## src/rtl/rmnc_pkg.sv

```systemverilog
`timescale 1ns / 1ps

package rmnc_pkg;

	localparam int PALETTE_SIZE = 14;
	localparam int IDX_W = 4;

	localparam logic [1:0] CH_L = 2'd0;
	localparam logic [1:0] CH_A = 2'd1;
	localparam logic [1:0] CH_B = 2'd2;

	localparam logic [IDX_W-1:0] LAST_ENTRY = IDX_W'(PALETTE_SIZE - 1);

	typedef enum logic [2:0] {
		ST_IDLE,
		ST_DIFF,
		ST_SQR,
		ST_ACC,
		ST_CMP,
		ST_DONE
	} seq_state_t;

	typedef struct packed {
		logic             diff_en;
		logic             sqr_en;
		logic             acc_en;
		logic             acc_first;
		logic             cmp_en;
		logic             cmp_first;
		logic [IDX_W-1:0] entry;
		logic [1:0]       chan;
	} ctrl_t;

	// Palette colors in Lab order L, a, b.
	function automatic logic [23:0] palette_color(input logic [IDX_W-1:0] idx);
		logic [23:0] c;
		case (idx)
			4'd0:    c = {8'd1,   8'd128, 8'd128};
			4'd1:    c = {8'd224, 8'd117, 8'd114};
			4'd2:    c = {8'd82,  8'd207, 8'd20};
			4'd3:    c = {8'd83,  8'd144, 8'd163};
			4'd4:    c = {8'd115, 8'd135, 8'd152};
			4'd5:    c = {8'd223, 8'd42,  8'd211};
			4'd6:    c = {8'd112, 8'd84,  8'd159};
			4'd7:    c = {8'd156, 8'd186, 8'd199};
			4'd8:    c = {8'd179, 8'd159, 8'd129};
			4'd9:    c = {8'd139, 8'd213, 8'd119};
			4'd10:   c = {8'd119, 8'd200, 8'd184};
			4'd11:   c = {8'd90,  8'd184, 8'd152};
			4'd12:   c = {8'd255, 8'd128, 8'd128};
			4'd13:   c = {8'd255, 8'd128, 8'd255};
			default: c = 24'd0;
		endcase
		return c;
	endfunction

	function automatic logic [7:0] palette_chan(input logic [IDX_W-1:0] idx,
		input logic [1:0] ch);
		logic [23:0] c;
		logic [7:0]  v;
		c = palette_color(idx);
		case (ch)
			CH_L:    v = c[23:16];
			CH_A:    v = c[15:8];
			CH_B:    v = c[7:0];
			default: v = 8'd0;
		endcase
		return v;
	endfunction

endpackage

```

## src/rtl/rmnc_accum.sv

```systemverilog
`timescale 1ns / 1ps

module rmnc_accum #(
	parameter int MAX_PIXELS = 1048576,
	parameter int CW = 21,
	parameter int SW = 29
) (
	input  logic          clk,
	input  logic          arst_n,
	input  logic          add_en,
	input  logic          clear,
	input  logic [7:0]    l_value,
	input  logic [7:0]    a_value,
	input  logic [7:0]    b_value,
	output logic [CW-1:0] count,
	output logic [SW-1:0] sum_l,
	output logic [SW-1:0] sum_a,
	output logic [SW-1:0] sum_b
);

	logic [CW-1:0] count_q;
	logic [SW-1:0] sum_l_q;
	logic [SW-1:0] sum_a_q;
	logic [SW-1:0] sum_b_q;
	logic          room;

	assign room = count_q < CW'(MAX_PIXELS);

	always_ff @(posedge clk or negedge arst_n) begin
		if (!arst_n) begin
			count_q <= '0;
			sum_l_q <= '0;
			sum_a_q <= '0;
			sum_b_q <= '0;
		end else if (clear) begin
			count_q <= '0;
			sum_l_q <= '0;
			sum_a_q <= '0;
			sum_b_q <= '0;
		end else if (add_en && room) begin
			count_q <= count_q + 1'b1;
			sum_l_q <= sum_l_q + SW'(l_value);
			sum_a_q <= sum_a_q + SW'(a_value);
			sum_b_q <= sum_b_q + SW'(b_value);
		end
	end

	assign count = count_q;
	assign sum_l = sum_l_q;
	assign sum_a = sum_a_q;
	assign sum_b = sum_b_q;

endmodule

```

## src/rtl/rmnc_seq.sv

```systemverilog
`timescale 1ns / 1ps

module rmnc_seq (
	input  logic            clk,
	input  logic            arst_n,
	input  logic            start,
	input  logic            out_free,
	output rmnc_pkg::ctrl_t ctrl,
	output logic            busy,
	output logic            load_out,
	output logic            clear_acc
);

	import rmnc_pkg::*;

	seq_state_t       state_q;
	seq_state_t       state_d;
	logic [IDX_W-1:0] entry_q;
	logic [1:0]       chan_q;

	always_comb begin
		state_d = state_q;
		case (state_q)
			ST_IDLE: begin
				if (start) state_d = ST_DIFF;
			end
			ST_DIFF: state_d = ST_SQR;
			ST_SQR:  state_d = ST_ACC;
			ST_ACC: begin
				state_d = (chan_q == CH_B) ? ST_CMP : ST_DIFF;
			end
			ST_CMP: begin
				state_d = (entry_q == LAST_ENTRY) ? ST_DONE : ST_DIFF;
			end
			ST_DONE: begin
				if (out_free) state_d = ST_IDLE;
			end
			default: state_d = ST_IDLE;
		endcase
	end

	always_ff @(posedge clk or negedge arst_n) begin
		if (!arst_n) begin
			state_q <= ST_IDLE;
			entry_q <= '0;
			chan_q  <= CH_L;
		end else begin
			state_q <= state_d;
			case (state_q)
				ST_IDLE: begin
					entry_q <= '0;
					chan_q  <= CH_L;
				end
				ST_ACC: begin
					if (chan_q != CH_B) chan_q <= chan_q + 2'd1;
				end
				ST_CMP: begin
					chan_q  <= CH_L;
					entry_q <= entry_q + 1'b1;
				end
				default: ;
			endcase
		end
	end

	always_comb begin
		ctrl           = '0;
		ctrl.entry     = entry_q;
		ctrl.chan      = chan_q;
		ctrl.acc_first = chan_q == CH_L;
		ctrl.cmp_first = entry_q == '0;
		load_out       = 1'b0;
		clear_acc      = 1'b0;
		case (state_q)
			ST_DIFF: ctrl.diff_en = 1'b1;
			ST_SQR:  ctrl.sqr_en = 1'b1;
			ST_ACC:  ctrl.acc_en = 1'b1;
			ST_CMP:  ctrl.cmp_en = 1'b1;
			ST_DONE: begin
				load_out  = out_free;
				clear_acc = out_free;
			end
			default: ;
		endcase
	end

	assign busy = state_q != ST_IDLE;

endmodule

```

## src/rtl/rmnc_dist.sv

```systemverilog
`timescale 1ns / 1ps

module rmnc_dist #(
	parameter int CW = 21,
	parameter int SW = 29
) (
	input  logic                        clk,
	input  rmnc_pkg::ctrl_t             ctrl,
	input  logic [CW-1:0]               count,
	input  logic [SW-1:0]               sum_l,
	input  logic [SW-1:0]               sum_a,
	input  logic [SW-1:0]               sum_b,
	output logic [rmnc_pkg::IDX_W-1:0]  best_idx
);

	import rmnc_pkg::*;

	localparam int DW = (CW + 8 > SW) ? CW + 8 : SW;
	localparam int QW = 2 * DW;
	localparam int AW = QW + 2;

	logic [7:0]       pal;
	logic [SW-1:0]    sum_sel;
	logic [DW-1:0]    prod;
	logic [DW-1:0]    sum_ext;
	logic [DW-1:0]    diff_q;
	logic [QW-1:0]    sq_q;
	logic [AW-1:0]    dist_q;
	logic [AW-1:0]    best_q;
	logic [IDX_W-1:0] best_idx_q;

	assign pal = palette_chan(ctrl.entry, ctrl.chan);

	always_comb begin
		case (ctrl.chan)
			CH_L:    sum_sel = sum_l;
			CH_A:    sum_sel = sum_a;
			CH_B:    sum_sel = sum_b;
			default: sum_sel = '0;
		endcase
	end

	assign prod    = DW'(count) * DW'(pal);
	assign sum_ext = DW'(sum_sel);

	always_ff @(posedge clk) begin
		if (ctrl.diff_en) begin
			diff_q <= (prod >= sum_ext) ? prod - sum_ext : sum_ext - prod;
		end
		if (ctrl.sqr_en) begin
			sq_q <= QW'(diff_q) * QW'(diff_q);
		end
		if (ctrl.acc_en) begin
			dist_q <= ctrl.acc_first ? AW'(sq_q) : dist_q + AW'(sq_q);
		end
		if (ctrl.cmp_en && (ctrl.cmp_first || dist_q < best_q)) begin
			best_q     <= dist_q;
			best_idx_q <= ctrl.entry;
		end
	end

	assign best_idx = best_idx_q;

endmodule

```

## src/rtl/region_mean_nearest_color.sv

```systemverilog
`timescale 1ns / 1ps

// Classifies the mean Lab color of a pixel region against a fixed palette of 14 colors.
// Pixels are accepted one per cycle when not stalled and summed. After the pixel that
// carries last_pixel, the input is stalled while one shared squarer walks the 14 palette
// entries, three channels each; each channel passes through difference, square and
// accumulate steps and each entry ends with a compare. The result then waits while a
// pending output is held by out_stall. The index goes out through a registered output,
// and new pixels are accepted again from the cycle after it is loaded.
module region_mean_nearest_color #(
	parameter int MAX_PIXELS = 1048576
) (
	input  logic                       clk,
	input  logic                       arst_n,
	input  logic                       in_valid,
	output logic                       in_stall,
	input  logic [7:0]                 l_value,
	input  logic [7:0]                 a_value,
	input  logic [7:0]                 b_value,
	input  logic                       last_pixel,
	output logic                       out_valid,
	input  logic                       out_stall,
	output logic [rmnc_pkg::IDX_W-1:0] color_index
);

	import rmnc_pkg::*;

	localparam int CW = $clog2(MAX_PIXELS + 1);
	localparam int SW = CW + 8;

	logic             in_take;
	logic             start;
	logic             out_free;
	logic             busy;
	logic             load_out;
	logic             clear_acc;
	ctrl_t            ctrl;
	logic [CW-1:0]    count;
	logic [SW-1:0]    sum_l;
	logic [SW-1:0]    sum_a;
	logic [SW-1:0]    sum_b;
	logic [IDX_W-1:0] best_idx;
	logic             out_valid_q;
	logic [IDX_W-1:0] color_index_q;

	assign in_stall = busy;
	assign in_take  = in_valid && !busy;
	assign start    = in_take && last_pixel;
	assign out_free = !out_valid_q || !out_stall;

	rmnc_accum #(
		.MAX_PIXELS(MAX_PIXELS),
		.CW(CW),
		.SW(SW)
	) u_accum (
		.clk(clk),
		.arst_n(arst_n),
		.add_en(in_take),
		.clear(clear_acc),
		.l_value(l_value),
		.a_value(a_value),
		.b_value(b_value),
		.count(count),
		.sum_l(sum_l),
		.sum_a(sum_a),
		.sum_b(sum_b)
	);

	rmnc_seq u_seq (
		.clk(clk),
		.arst_n(arst_n),
		.start(start),
		.out_free(out_free),
		.ctrl(ctrl),
		.busy(busy),
		.load_out(load_out),
		.clear_acc(clear_acc)
	);

	rmnc_dist #(
		.CW(CW),
		.SW(SW)
	) u_dist (
		.clk(clk),
		.ctrl(ctrl),
		.count(count),
		.sum_l(sum_l),
		.sum_a(sum_a),
		.sum_b(sum_b),
		.best_idx(best_idx)
	);

	always_ff @(posedge clk or negedge arst_n) begin
		if (!arst_n) begin
			out_valid_q <= 1'b0;
		end else if (load_out) begin
			out_valid_q <= 1'b1;
		end else if (!out_stall) begin
			out_valid_q <= 1'b0;
		end
	end

	always_ff @(posedge clk) begin
		if (load_out) color_index_q <= best_idx;
	end

	assign out_valid   = out_valid_q;
	assign color_index = color_index_q;

`ifndef SYNTHESIS
	// A last pixel starts the palette search, so the input stalls on the next cycle.
	a_start_stalls: assert property (@(posedge clk) disable iff (!arst_n)
		(in_valid && !in_stall && last_pixel) |=> in_stall)
		else $error("input not stalled after last pixel");

	a_index_range: assert property (@(posedge clk) disable iff (!arst_n)
		out_valid |-> (color_index < IDX_W'(PALETTE_SIZE)))
		else $error("color index out of palette range");

	a_count_bound: assert property (@(posedge clk) disable iff (!arst_n)
		count <= CW'(MAX_PIXELS))
		else $error("pixel count beyond limit");

	// A new result is loaded only into a free output register.
	a_no_overwrite: assert property (@(posedge clk) disable iff (!arst_n)
		load_out |-> (!out_valid || !out_stall))
		else $error("pending result overwritten");
`endif

endmodule
```

## config.mk

```make
export PLATFORM = sky130hd
export DESIGN_NAME = region_mean_nearest_color
export DESIGN_NICKNAME = d
export VERILOG_FILES = /design/src/rtl/rmnc_pkg.sv /design/src/rtl/rmnc_accum.sv /design/src/rtl/rmnc_seq.sv /design/src/rtl/rmnc_dist.sv /design/src/rtl/region_mean_nearest_color.sv
export SDC_FILE = /design/constraint.sdc
export NUM_CORES = 2
export LEC_CHECK = 0
export ABC_AREA = 1
export BUFFER_PORTS_ARGS = -buffer_cell sky130_fd_sc_hd__buf_2
export CAP_MARGIN = 10
export CORE_MARGIN = 8
export CORE_UTILIZATION = 46
export DETAILED_ROUTE_END_ITERATION = 12
export PLACE_DENSITY = 0.69
export SLEW_MARGIN = 20
export SYNTH_ARGS = -nofsm -noshare
export SYNTH_HDL_FRONTEND = slang
export SYNTH_SLANG_ARGS = --single-unit
```

## constraint.sdc

```tcl
create_clock -name clk -period 7.9 [get_ports clk]
set_input_delay 1.185 -clock clk [delete_from_list [all_inputs] [get_ports clk]]
set_output_delay 1.185 -clock clk [all_outputs]
set_load 0.02 [all_outputs]
```

# After elaboration in Yosys (flattened, before gate mapping)
# Memory sizes are Yosys's and may differ from the RTL's.
# Cells that the tools add are included.
# totals
regBits	333
romBits	384
output_inout_bits	6
word_cells	89
mem_count	1
# mem_list
memory	depth	width	read_ports	rd_ports_with_merged_regs	wr	line_no	rtl
(no name shown)	16	24	1	0	0	rmnc_pkg.sv:37	case (idx)
# classes
n_addsub	9
mul	2
n_lt_le_gt_ge	3
n_eq_ne	13
n_mux	27
reduce_logical	19
# op_table
op	n
2-to-1 mux 29 bit	7
adder 29 x 8 -> 29 bit	3
one-hot mux 29 bit (3 select lines)	1
adder 60 x 58 -> 60 bit	1
less-than comparator 60 bit	1
multiplier 29 x 29 -> 58 bit	1
2-to-1 mux 58 bit	1
subtractor 29 bit	2
2-to-1 mux 21 bit	2
>= comparator 29 bit	1
multiplier 21 x 8 -> 29 bit	1
one-hot mux 8 bit (3 select lines)	1
adder 21 x 1 -> 21 bit, second input constant	1
less-than comparator 21 bit, second input constant	1
one-hot mux 3 bit (6 select lines)	1
2-to-1 mux 3 bit	4
one-hot mux 4 bit (2 select lines)	1
2-to-1 mux 1 bit	7
equality test 3 x 2 -> 1 bit, second input constant	2
equality test 3 bit, second input constant	2
inequality test 2 x 1 -> 1 bit, second input constant	3
nonzero test 2 bit	3
adder 4 x 1 -> 4 bit, second input constant	1
equality test 4 bit, second input constant	1
16 further kinds	24

# Logic depth before layout (Yosys ltp)
# logic_depth
ltp_word	6
mapped_depth	43

# Hierarchy
# A second synthesis with hierarchy kept.
# unflattened
cells_unflattened	7858
hier_area_um2	57820.5
# modules_own_cells
mod	instances	cells_each	area_each_um2
rmnc_dist	1	6693	49696.4
rmnc_accum	1	1078	7379.6
rmnc_seq	1	74	564.3
region_mean_nearest_color	1	13	180.2

# Worst setup path before layout
# Ideal clock, no wire load.
# synth_path
path_kind	reg-to-reg
startpoint	reg u_seq.entry_q[1]
endpoint	reg u_dist.diff_q[3] (data pin)
setup_ns	0.252
t_arrival_ns	6.609
setup_slack_ns	1.038
path_stages_with_launch	38
n_path_buf	4
path_cell_list	dfrtp_1 -> inv_1 -> ha_1 -> inv_1 -> nor2_1 -> o21ai_0 -> nand3_1 -> nand2_1 -> buf_2 -> nor2_1 -> fa_1 -> inv_1 -> fa_1 -> inv_1 -> fa_1 -> inv_1 -> fa_1 -> inv_1 -> [2 not listed] -> inv_1 -> a21boi_0 -> o21bai_1 -> nand2_1 -> nand2_1 -> xor2_1 -> ha_1 -> buf_2 -> nand2_1 -> o21ai_1 -> a21oi_2 -> nor2_1 -> nor2_2 -> nand3b_4 -> buf_6 -> buf_8 -> nand2_2 -> nand2_1
# synth_via
elab_chain_cells	5
# synth_lines
element	line_no	rtl
start, declared	rmnc_seq.sv:18	logic [IDX_W-1:0] entry_q;
start signal, assigned	rmnc_seq.sv:59	entry_q <= entry_q + 1'b1;
memory (16 x 24 bit) *	n/a	
one-hot mux 8 bit (3 select lines) *	rmnc_pkg.sv:62	case (ch)
multiplier 21 x 8 -> 29 bit *	rmnc_dist.sv:43	assign prod = DW'(count) * DW'(pal);
subtractor 29 bit or >= comparator 29 bit (tied branches)	rmnc_dist.sv:48	diff_q <= (prod >= sum_ext) ? prod - sum_ext : sum_ext - prod;
2-to-1 mux 29 bit *	rmnc_dist.sv:48	
end signal, assigned	rmnc_dist.sv:48	
end, declared	rmnc_dist.sv:26	logic [DW-1:0] diff_q;
# Every way passes the cells marked *; elsewhere a longest branch is shown, timed or not.
# A chain may end at the register's enable or synchronous reset.

# Worst setup path in the final report
# layout_path
startpoint	reg u_dist.diff_q[16]
endpoint	reg u_dist.sq_q[56] (data pin)
# layout_via
elab_chain_cells	1
# layout_lines
element	line_no	rtl
multiplier 29 x 29 -> 58 bit	rmnc_dist.sv:51	sq_q <= QW'(diff_q) * QW'(diff_q);
end signal, assigned	rmnc_dist.sv:51	
end, declared	rmnc_dist.sv:27	logic [QW-1:0] sq_q;
# Every way passes these cells.

==> key figures <==
Placed design
  • Final estimated routing congestion in global placement: 0.984
  • Placed wire-length estimate: around 140000 µm
  • Buffers on Ports: 34

Setup path
  • Cells traversed along the worst timing path: nand2_1 -> fa_1 -> inv_1 -> fa_1 -> inv_1 -> fa_1 -> inv_1 -> fa_1 -> inv_1 -> fa_1 -> fa_1 -> inv_1 -> fa_1 -> fa_1 -> ha_1 -> nand2_1 -> o21ai_0 -> a21oi_1 -> o21ai_0 -> nand2_1 -> nand4_1 -> nand2_1
  • Cell count of the worst reg-to-reg path: 22
  • CP max stage delay: around 0.94 ns
  • Maximum fanout along the worst path: 14
  • Critical path required time: approximately 8.3 ns
  • Worst setup EP type: flip-flop
  • Crit path launch type: flip-flop
  • Worst setup path category: flip-flop to flip-flop
  • Slowest cell on the critical path: sky130_fd_sc_hd__edfxtp_1
  • Crit path top cell by count: sky130_fd_sc_hd__fa_1
  • Slack of the worst reg-to-reg path: between 0.3 and 0.4 ns
  • Arrival time worst endpoint: between 7 and 8 ns

Timing
  • Actual transition at the worst max-transition pin: 1.00 ns
  • Achievable Freq: 0.133 GHz
  • Final Hold Slack: approximately 0.46 ns
  • Headroom to the max-slew limit: 33.1%
  • Final sum of negative setup slack: 0 ns
  • Unrepaired setup endpoints after global routing: no
  • Final Max Slew Viols: 0
  • Post-layout min period: 7.54 ns
  • Setup skew after layout: between 0.02 and 0.03 ns
  • Endpoints failing hold: 0
  • Endpoints failing setup: 0
  • Final worst path period share: 95.4%

Logic synthesis
  • Synth warnings: 0
  • Number of synthesized register bits: 332
  • Number of enable flip-flop cells after synthesis: around 210
  • Number of distinct library cells after synthesis: 59
  • Cell area after technology mapping: about 57000 µm²
  • Mapped Avg Cell Area: 7.48 µm²
  • Synth async-reset ratio: 35.5%
  • Register area share after synthesis: 16.5%
  • Total nets after synthesis: between 8000 and 9000
  • Top FF cell, synth: sky130_fd_sc_hd__edfxtp_1
  • Post-Syn Instances: 7603

Clocking
  • CTS tree: built
  • Number of clock buffers inserted by TritonCTS: 42
  • Clock tree root buffer cell: sky130_fd_sc_hd__clkbuf_16
  • Clock Latency Late Sink: 0.61 ns
  • Count of clock tree sinks: 332
  • H-tree Lvls: 2
  • Maximum number of buffers from clock root to sink: 3
  • Clock transition at the registers of the reported paths: 0.06 ns

Detailed routing
  • Number of DRC violations after detailed-routing iteration 0: between 3000 and 4000
  • Vias: around 48000
  • Sum of routed wire length over all layers: between 150000 and 200000 µm
  • DR DRC count: 0
  • Average wire per standard cell: roughly 18 µm
  • Post-DR vias/cell: 5.20
  • Antenna viol nets, final: 0
  • Pre-antenna DRT Iters: 9

Global routing
  • Total track usage: 24.8%
  • Via count of the first global-routing pass: 49400
  • Global-route wire length before repair: 269000 µm
  • Pin count of the biggest net entering global routing: 79
  • Number of antenna violations at the first check in global routing: 1
  • Remaining Overflow, GRT: 0

Finish
  • Area growth, synth to finish: 6.74%
  • ANT cells: 0
  • Net total in the final layout: 8933
  • Proportion of layout cells with a drive suffix above 1: ~4.1%

Floorplan
  • Number of rows created at floorplan: roughly 130
  • Number of primary I/O pins: 35
  • DIE HEIGHT: around 370 µm
  • Starting density of the core: 46.2%
  • Area enclosed by the die boundary: 135000 µm²
  • Area of the placeable core: 123000 µm²
  • Die Width: between 300 and 400 µm

Worst hold path
  • Number of cells traversed by the worst hold path: 0
  • Worst hold-check path type: flip-flop to flip-flop

Run
  • Total of max-cap violations: 0

Outcome
  • Result of the run: finished clean
-- what timing repair did --
| action | CTS | global route |
|---|---|---|
| setup endpoints to repair | 0 | 43 |
| resized for setup | 0 | 12 |
| buffers inserted | 0 | 10 |
| hold buffers | 0 | 0 |
-- kinds of logic (layout without fill, tap and decap cells) --
| group | count (synthesis) | count (layout) | synth area share [%] |
|---|---|---|---|
| compound gates | 722 | 722 | 7.00 |
| buf+inv | 2100 | 2146 | 14.2 |
| fa+ha+maj | 1287 | 1287 | 38.5 |
| xor+xnor | 134 | 134 | 2.06 |
| flops | 332 | 332 | 16.5 |
| simple gates | 3028 | 3028 | 21.8 |
-- placed cells by master (no fill, tap or decap), types with 13 or more instances in the layout --
master	n
sky130_fd_sc_hd__inv_1	1899
sky130_fd_sc_hd__nor3_1	68
sky130_fd_sc_hd__nand2_1	1956
sky130_fd_sc_hd__buf_2	33
sky130_fd_sc_hd__ha_1	514
sky130_fd_sc_hd__a21o_1	22
sky130_fd_sc_hd__o21a_1	14
sky130_fd_sc_hd__clkinv_1	13
sky130_fd_sc_hd__xnor2_1	47
sky130_fd_sc_hd__a21oi_1	339
sky130_fd_sc_hd__buf_4	103
sky130_fd_sc_hd__o21ai_0	232
sky130_fd_sc_hd__or2_2	16
sky130_fd_sc_hd__o21ai_1	17
sky130_fd_sc_hd__fa_1	770
sky130_fd_sc_hd__edfxtp_1	214
sky130_fd_sc_hd__nor4_1	19
sky130_fd_sc_hd__nand2_2	21
sky130_fd_sc_hd__o21bai_1	18
sky130_fd_sc_hd__clkbuf_16	43
sky130_fd_sc_hd__o221ai_1	29
sky130_fd_sc_hd__xor2_1	85
sky130_fd_sc_hd__nor2_1	552
sky130_fd_sc_hd__nand4_1	71
sky130_fd_sc_hd__dfrtp_1	117
sky130_fd_sc_hd__nand3b_1	21
sky130_fd_sc_hd__nand3_1	257
sky130_fd_sc_hd__o22ai_1	15
-- path summary, 6_finish.rpt --
check,endpoint,start
hold / removal,color_index[3]$_DFFE_PP_,u_dist.best_idx[3]$_DFFE_PP_
max in group asynchronous,u_accum.sum_a[4]$_DFFE_PN0P_,arst_n
setup / recovery,u_dist.sq_q[56]$_DFFE_PP_,u_dist.diff_q[16]$_DFFE_PP_
setup reg to reg,u_dist.sq_q[56]$_DFFE_PP_,u_dist.diff_q[16]$_DFFE_PP_
min in group asynchronous,u_accum.sum_a[21]$_DFFE_PN0P_,arst_n
hold reg to reg,color_index[3]$_DFFE_PP_,u_dist.best_idx[3]$_DFFE_PP_
-- registers in the layout, summed over array words and instances (netlist names), 2 cells and up --
register and flops:
u_accum.sum_a 29, u_seq.state_q 3, u_dist.best_idx 4, color_index 4, u_seq.entry_q 4, u_dist.diff_q 29
u_accum.sum_b 29, u_accum.count 21, u_dist.dist_q 60, u_dist.sq_q 57, u_dist.best_q 60, u_seq.chan_q 2
u_accum.sum_l 29
-- per-layer routing --
| layer | up-vias | global-route usage [%] | part of all wire, % |
|---|---|---|---|
| li1 | 23000 | - | - |
| met4 | 2 | 9.56 | 4.3 |
| met1 | 23300 | 32.6 | 42 |
| met3 | 357 | 3.16 | 6.4 |
| met2 | 1631 | 41.5 | 47 |
| met5 | - | 0 | 0.0072 |
-- synthesized netlist by cell type, types with 17 or more instances --
master / count / area [µm²]
sky130_fd_sc_hd__xor2_1: 86 / 753
sky130_fd_sc_hd__edfxtp_1: 214 / 6430
sky130_fd_sc_hd__fa_1: 770 / 15400
sky130_fd_sc_hd__buf_1: 33 / 124
sky130_fd_sc_hd__buf_4: 20 / 150
sky130_fd_sc_hd__inv_1: 1901 / 7140
sky130_fd_sc_hd__nand3b_1: 21 / 158
sky130_fd_sc_hd__xnor2_1: 48 / 420
sky130_fd_sc_hd__nor4_1: 20 / 125
sky130_fd_sc_hd__a21oi_1: 340 / 1700
sky130_fd_sc_hd__nand4_1: 71 / 444
sky130_fd_sc_hd__nand2_2: 19 / 119
sky130_fd_sc_hd__o21bai_1: 18 / 135
sky130_fd_sc_hd__o221ai_1: 29 / 254
sky130_fd_sc_hd__clkbuf_1: 89 / 334
sky130_fd_sc_hd__nor3_1: 69 / 345
sky130_fd_sc_hd__dfrtp_1: 118 / 2950
sky130_fd_sc_hd__ha_1: 517 / 6470
sky130_fd_sc_hd__nand2_1: 1958 / 7350
sky130_fd_sc_hd__nand3_1: 257 / 1290
sky130_fd_sc_hd__o21ai_1: 17 / 85.1
sky130_fd_sc_hd__buf_2: 30 / 150
sky130_fd_sc_hd__a21o_1: 22 / 165
sky130_fd_sc_hd__o21ai_0: 232 / 1160
sky130_fd_sc_hd__nor2_1: 556 / 2090
-- metrics by stage --
stage / utilization, % / cells / setup slack (ns) / area (µm²)
finish: 49.3 / 9286 / 0.365 / 60700
CTS: 49.2 / 9276 / 0.221 / 60500
global route: 49.3 / 9286 / 0.0212 / 60700
floorplan: - / 7603 / 1.04 / 56900
detailed placement: 48.1 / 9200 / 0.237 / 59200
global placement: 48.1 / 9200 / 0.196 / 59200
-- layout make-up --
type | count | area (µm²)
clock buffers | 52 | 1110
clock inverters | 24 | 240
fillers | 12100 | 62500
inverters | 1922 | 7220
multi-input cells | 5171 | 39500
flip-flops and latches | 332 | 9380
well taps | 1637 | 2050
repair buffers | 148 | 1180
-- worst max-delay path, delay by kind of cell, from the launching register on --
kind / cells / cell delay (ns)
adder cells (fa/ha/maj): 9 / 4.48
AO/OA/AOI/OAI: 3 / 0.95
flip-flops: 1 / 0.94
AND/OR/NAND/NOR: 5 / 0.60
buffers and inverters: 5 / 0.31
Power is left out: the tool's default activity adds up to more than one toggle a clock period on the data nets, which glitch-free logic cannot reach.
